File: src/sv/wxdc_pkg.sv
// Package with the types and constants of the word XOR-difference checksum core.
`default_nettype none

package wxdc_pkg;

   localparam int POS_W = 10;
   localparam int RSP_PAD_W = 7;

   localparam logic [POS_W-1:0] POS_ID        = 10'd0;
   localparam logic [POS_W-1:0] POS_LEN       = 10'd1;
   localparam logic [POS_W-1:0] POS_CKS_LO    = 10'd2;
   localparam logic [POS_W-1:0] POS_CKS_HI    = 10'd3;
   localparam logic [POS_W-1:0] POS_DEV       = 10'd7;
   localparam logic [POS_W-1:0] POS_DATA      = 10'd8;
   localparam logic [POS_W-1:0] MIN_MSG_BYTES = 10'd8;
   localparam logic [1:0]       LAST_LANE     = 2'd3;
   localparam logic [15:0]      CKS_INVERT    = 16'hFFFF;

   typedef struct packed {
      logic       sop;
      logic [7:0] msg_byte;
   } item_type;

   typedef struct packed {
      logic        checksum_ok;
      logic [15:0] checksum_value;
      logic [7:0]  message_id;
   } result_type;

endpackage

`default_nettype wire

File: src/sv/wxdc_in_stage.sv
// Input register stage that holds one accepted item for the checksum core.
`default_nettype none

module wxdc_in_stage
   import wxdc_pkg::*;
(
   input  wire logic     clock,
   input  wire logic     reset,
   input  wire logic     in_valid,
   output logic          in_ready,
   input  wire item_type in_item,
   input  wire logic     advance,
   output logic          out_valid,
   output item_type      out_item
);

   logic     valid_ff;
   logic     valid_in;
   item_type item_ff;

   assign in_ready  = !valid_ff || advance;
   assign out_valid = valid_ff;
   assign out_item  = item_ff;

   always_comb begin
      valid_in = valid_ff;
      if (in_ready) begin
         valid_in = in_valid;
      end
   end

   always_ff @(posedge clock) begin
      if (reset) begin
         valid_ff <= 1'b0;
      end else begin
         valid_ff <= valid_in;
      end
   end

   always_ff @(posedge clock) begin
      if (in_ready && in_valid) begin
         item_ff <= in_item;
      end
   end

endmodule

`default_nettype wire

File: src/sv/wxdc_core.sv
// Message tracking and checksum arithmetic for one item per cycle while advance is high.
`default_nettype none

module wxdc_core
   import wxdc_pkg::*;
(
   input  wire logic     clock,
   input  wire logic     reset,
   input  wire logic     insert_mode,
   input  wire logic     item_valid,
   input  wire item_type item,
   input  wire logic     advance,
   output logic          emit,
   output result_type    result
);

   logic             active_ff;
   logic [POS_W-1:0] pos_ff;
   logic [7:0]       id_ff;
   logic [7:0]       len_ff;
   logic [15:0]      stored_ff;
   logic [15:0]      sum_ff;
   logic [23:0]      part_ff;

   logic             step_active;
   logic [POS_W-1:0] pos;
   logic [POS_W-1:0] pos_in;
   logic [POS_W-1:0] len_bytes;
   logic [POS_W-1:0] msg_bytes;
   logic             word_done;
   logic [15:0]      diff;
   logic [15:0]      sum_in;
   logic [15:0]      fin;
   logic             msg_end;

   always_comb begin
      step_active = item.sop || active_ff;
      pos         = item.sop ? POS_ID : pos_ff;
      pos_in      = pos + 10'd1;
      len_bytes   = {len_ff, 2'b00};
      msg_bytes   = (len_bytes < MIN_MSG_BYTES) ? MIN_MSG_BYTES : len_bytes;
      word_done   = (pos >= POS_DATA) && (pos[1:0] == LAST_LANE);
      diff        = {item.msg_byte, part_ff[23:16]} ^ part_ff[15:0];
      if (pos == POS_DEV) begin
         sum_in = {item.msg_byte, 8'h00};
      end else if (word_done) begin
         sum_in = sum_ff - diff;
      end else begin
         sum_in = sum_ff;
      end
      fin     = sum_in ^ CKS_INVERT;
      msg_end = pos_in >= msg_bytes;
      emit    = item_valid && step_active && msg_end;
      result.message_id     = id_ff;
      result.checksum_value = fin;
      result.checksum_ok    = insert_mode || (stored_ff == fin);
   end

   always_ff @(posedge clock) begin
      if (reset) begin
         active_ff <= 1'b0;
         pos_ff    <= '0;
      end else if (advance && step_active) begin
         active_ff <= !msg_end;
         pos_ff    <= pos_in;
      end
   end

   always_ff @(posedge clock) begin
      if (advance && step_active) begin
         sum_ff <= sum_in;
         if (pos == POS_ID) begin
            id_ff <= item.msg_byte;
         end
         if (pos == POS_LEN) begin
            len_ff <= item.msg_byte;
         end
         if (pos == POS_CKS_LO) begin
            stored_ff[7:0] <= item.msg_byte;
         end
         if (pos == POS_CKS_HI) begin
            stored_ff[15:8] <= item.msg_byte;
         end
         if (pos >= POS_DATA) begin
            case (pos[1:0])
               2'd0: begin
                  part_ff[7:0] <= item.msg_byte;
               end
               2'd1: begin
                  part_ff[15:8] <= item.msg_byte;
               end
               2'd2: begin
                  part_ff[23:16] <= item.msg_byte;
               end
               default: begin
                  part_ff <= part_ff;
               end
            endcase
         end
      end
   end

endmodule

`default_nettype wire

File: src/sv/word_xor_difference_checksum_core.sv
// Top level of the word XOR-difference checksum core with its result register.
//
//   Channel   Direction  tdata (low bit up)                                 tuser
//   req_      in         msg_byte[7:0]                                      start_of_message
//   rsp_      out        message_id[7:0], checksum_value[23:8], ok[24], 0    -
//   csr_      in         insert_mode                                        -
//
// One byte is taken every cycle unless stalled; a result is registered after the input stage.
// The input register and the result register each hold one item, so bytes keep flowing
// while a finished result waits to be taken.
// The core stalls only when a byte that ends a message finds the result register full.
// Synchronous reset drops any open message and empties both registers.
`default_nettype none

module word_xor_difference_checksum_core
   import wxdc_pkg::*;
(
   input  wire logic        clock,
   input  wire logic        reset,
   input  wire logic        req_tvalid,
   output logic             req_tready,
   input  wire logic [7:0]  req_tdata,   // msg_byte[7:0]
   input  wire logic        req_tuser,   // start_of_message
   output logic             rsp_tvalid,
   input  wire logic        rsp_tready,
   output logic [31:0]      rsp_tdata,   // message_id[7:0], checksum_value[23:8],
                                         // checksum_ok[24], zero[31:25]
   input  wire logic        csr_we,
   input  wire logic        csr_wdata    // insert_mode
);

   logic       insert_mode_ff;
   logic       rsp_valid_ff;
   logic       rsp_valid_in;
   result_type rsp_ff;

   item_type   req_item;
   item_type   s1_item;
   logic       s1_valid;
   logic       advance;
   logic       emit;
   result_type result;

   assign req_item.sop      = req_tuser;
   assign req_item.msg_byte = req_tdata;

   wxdc_in_stage u_in_stage (
      .clock     (clock),
      .reset     (reset),
      .in_valid  (req_tvalid),
      .in_ready  (req_tready),
      .in_item   (req_item),
      .advance   (advance),
      .out_valid (s1_valid),
      .out_item  (s1_item)
   );

   wxdc_core u_core (
      .clock       (clock),
      .reset       (reset),
      .insert_mode (insert_mode_ff),
      .item_valid  (s1_valid),
      .item        (s1_item),
      .advance     (advance),
      .emit        (emit),
      .result      (result)
   );

   assign advance = s1_valid && (!emit || !rsp_valid_ff || rsp_tready);

   always_comb begin
      rsp_valid_in = rsp_valid_ff && !rsp_tready;
      if (advance && emit) begin
         rsp_valid_in = 1'b1;
      end
   end

   always_ff @(posedge clock) begin
      if (reset) begin
         insert_mode_ff <= 1'b0;
         rsp_valid_ff   <= 1'b0;
      end else begin
         rsp_valid_ff <= rsp_valid_in;
         if (csr_we) begin
            insert_mode_ff <= csr_wdata;
         end
      end
   end

   always_ff @(posedge clock) begin
      if (advance && emit) begin
         rsp_ff <= result;
      end
   end

   assign rsp_tvalid = rsp_valid_ff;
   assign rsp_tdata  = {{RSP_PAD_W{1'b0}}, rsp_ff};

endmodule

`default_nettype wire

File: config.mk
export PLATFORM = sky130hd
export DESIGN_NAME = word_xor_difference_checksum_core
export DESIGN_NICKNAME = d
export VERILOG_FILES = /design/src/sv/wxdc_pkg.sv /design/src/sv/wxdc_in_stage.sv /design/src/sv/wxdc_core.sv /design/src/sv/word_xor_difference_checksum_core.sv
export SDC_FILE = /design/constraint.sdc
export NUM_CORES = 1
export LEC_CHECK = 0
export ABC_CLOCK_PERIOD_IN_PS = 6430
export BUFFER_PORTS_ARGS = -buffer_cell sky130_fd_sc_hd__buf_4
export CAP_MARGIN = 10
export CORE_ASPECT_RATIO = 1.25
export CORE_MARGIN = 10
export CORE_UTILIZATION = 40
export CTS_BUF_LIST = sky130_fd_sc_hd__clkbuf_16
export DETAILED_ROUTE_END_ITERATION = 8
export GPL_TIMING_DRIVEN = 0
export HOLD_SLACK_MARGIN = 0.15
export SYNTH_ARGS = -nofsm -noshare
export SYNTH_HDL_FRONTEND = slang
export SYNTH_SLANG_ARGS = --single-unit
export TNS_END_PERCENT = 30
File: constraint.sdc
create_clock -name clock -period 6.43 [get_ports clock]
set_input_delay 1.286 -clock clock [delete_from_list [all_inputs] [get_ports clock]]
set_output_delay 1.286 -clock clock [all_outputs]
set_load 0.01 [all_outputs]
==> results.tsv <==
metric	value	unit
antenna_cells	0	
final_nets	615	
crit_chain	clkbuf_1 -> clkbuf_1 -> nor2b_1 -> ha_1 -> nand2b_1 -> nor2_2 -> nand2_1 -> xnor2_1 -> ha_1 -> a21o_1 -> a21o_1 -> a21oi_1 -> o21ai_0 -> a21oi_1 -> nor3_1 -> inv_1 -> buf_4	
overflow	0	
dieWidth	130	microns
r2r_slack	1.35	ns
cts_post_setup_buffers_inserted	0	
met2_usage	0.236	
setup_tns	0	ns
regToRegStartpoint	u_in_stage.out_item[8]	
hold_violations	0	
totalWireLength	13800	microns
hp-class	flip-flop to flip-flop	
syn_area	6080	sq um
hold_end	rsp_tdata[3]	
yosys_warnings	0	
globalRouteMet3Util	0.0365	
critPathKind	flip-flop to output pin	
arrival	4.37	ns
grt_pass1_vias	4086	
fill_cells	1323	
p_per_area	268	nW/um^2
synth_cells	504	
slew_headroom	0.530	
grt_pass1_wl	22000	microns
drv_slew	0	
gp_congestion	0.821	
p_leak	2.78	nW
die_area	20600	sq um
crit_slowest_cell	nor2_2	
num_io_pins	49	
synth.distinct_cells	71	
dp_hpwl	10100	microns
setup_ws	0.778	ns
syn_avg_cell_area	12.1	sq um
area_growth_syn_to_layout	19.2	%
insertion_delay	0.42	ns
reg2reg_depth	16	
status	finished clean	
synthFlopType	edfxtp_1	
synth_seq_area_share	0.570	
synth_enable_flop_cells	106	
post_cts_resized	0	
crit_path_max_fanout	10	
drive_gt1_frac	0.183	
grtUsageMet1	0.169	
viasPerCell	5.31	
cts_inserted_buffers	17	
initial_core_util	0.407	
vias	4071	
hold_path_depth	0	
cts_sinks	120	
placed_cell_area	6670	sq um
async_reset_ff_frac	0	
globalRoute.busiestLayer	met2	
fin_crit	5.65	ns
skew	0.00937	ns
grt_antenna_before_repair	0	
min_period_over_period	0.879	
start_kind	flip-flop	
setup_violations	0	
regArea	3460	sq um
grt_max_degree	26	
grt_usage	0.141	
dp_slack	1.23	ns
vdd_ir_drop_max	177	uV
dieHeight	158	microns
cts.clk_slew.worst_paths	0.06	ns
clock-root-buffer	clkbuf_16	
drt_pass1_iterations	5	
final_common_cell	edfxtp_1	
reg2reg_to	u_core.part_ff[1]	
cp-end-kind	output pin	
ys_seq_elements	120	
max_stage_delay	0.42	ns
final_area	7250	sq um
hold_start	u_core.id_ff[3]	
multi_input_area	2370	sq um
antenna_left	0	
cp.required	5.14	ns
fmax	177	MHz
rsz0062_at_grt	false	
rows	50	
wl_per_cell	18.1	microns
worst_pin_slew	0.703	ns
coreArea	15000	sq um
io_buffer_count	41	
final_cell_mix	106 x edfxtp_1, 49 x buf_4, 37 x inv_1	
maxCapViolations	0	
cts_hold_buf	0	
drc_errors	0	
drt-initial-drc-count	325	
clk_path_buf_depth	2	
htree_levels	4	
cts_tree	built	
-- state kept, by name, summed over array words and instances (netlist names), 8 cells and up --
signal,flops
u_core.part_ff,24
u_core.len_ff,8
u_core.sum_ff,16
u_in_stage.out_item,9
u_core.id_ff,8
rsp_tdata,25
u_core.pos_ff,10
u_core.stored_ff,16
-- final cells by class --
type | instances | area share
clock inverter | 15 | 0.0214
tap | 182 | 0.0314
buffer | 21 | 0.0181
timing repair buffer | 42 | 0.0463
multi-input combinational | 333 | 0.328
inverter | 36 | 0.0186
sequential | 120 | 0.478
clock buffer | 17 | 0.0587
-- through the flow --
step,hold WS [ns],total power (W),util,instances
2_1_floorplan,0.400,0.000984,-,510
3_3_place_gp,0.406,0.00102,0.444,733
3_5_place_dp,0.408,0.00102,0.446,734
4_1_cts,0.418,0.00195,0.485,766
5_1_grt,0.426,0.00201,0.485,766
6_report,0.418,0.00194,0.485,766
-- cell usage after synthesis (2+ instances only) --
master	instances	share of area
a211o_1	3	0.0043
a211oi_1	4	0.0049
a21boi_0	2	0.0025
a21o_1	6	0.0074
a21oi_1	19	0.016
a22oi_1	4	0.0049
a31oi_1	5	0.0051
a41oi_1	2	0.0029
and2_1	10	0.010
and3_1	4	0.0041
buf_2	6	0.0049
buf_4	8	0.0099
buf_6	2	0.0037
clkbuf_1	5	0.0031
dfxtp_1	14	0.046
edfxtp_1	106	0.52
ha_1	28	0.058
inv_1	36	0.022
mux2_2	2	0.0037
mux2i_1	13	0.021
nand2_1	24	0.015
nand2b_1	4	0.0041
nand3_1	15	0.012
nand3b_1	3	0.0037
nand4_1	4	0.0041
nor2_1	37	0.023
nor2b_1	9	0.0093
nor3_1	10	0.0082
nor3b_1	5	0.0062
o2111ai_1	2	0.0029
o211ai_1	3	0.0037
o21a_1	3	0.0037
o21ai_0	17	0.014
o21bai_1	2	0.0025
o221ai_1	3	0.0043
o22a_1	2	0.0029
o22ai_1	4	0.0041
o32ai_1	2	0.0029
or2_2	3	0.0031
or3_1	3	0.0031
xnor2_1	24	0.035
xor2_1	17	0.024
-- cells by family after synthesis --
| family | count (synthesis) | synth area share |
|---|---|---|
| simple gates | 142 | 0.125 |
| flops | 120 | 0.570 |
| compound gates | 99 | 0.116 |
| buf+inv | 57 | 0.0438 |
| xor+xnor | 41 | 0.0591 |
| fa+ha+maj | 29 | 0.0609 |
| mux | 15 | 0.0251 |
| other cells | 1 | 0.000617 |
-- power breakdown --
group | leakage (nW) | internal [W] | switching [W]
sequential | 1.08 | 0.000866 | 0.0000212
combinational | 1.41 | 0.0000532 | 0.0000671
clock | 0.285 | 0.000571 | 0.000360
total | 2.78 | 0.00149 | 0.000449
-- worst max-delay path by stage --
stage                                      start  slack [ns]            end
after global routing      u_in_stage.out_item[8]        0.34     req_tready
after floorplan           u_in_stage.out_item[8]        1.94   rsp_tdata[0]
after global placement    u_in_stage.out_item[8]        0.50  rsp_tdata[18]
after detailed placement  u_in_stage.out_item[8]        1.23     req_tready
final                     u_in_stage.out_item[8]        0.78     req_tready
after CTS                 u_in_stage.out_item[8]        0.77     req_tready
-- layer usage --
layer	wire length, microns	vias up	share of wire
met1	5880	1931	0.42
li1	-	1988	-
met5	0	-	0
met3	739	22	0.053
met2	6920	130	0.50
met4	291	0	0.021
-- critical path, delay by kind of cell, from the launching register on --
kind / cells / cell delay [ns]
xor+xnor: 1 / 0.18
compound gates: 5 / 0.72
flops: 1 / 0.35
buf+inv: 4 / 0.73
fa+ha+maj: 2 / 0.58
simple gates: 5 / 1.39
(Power assumes the default switching activity.)
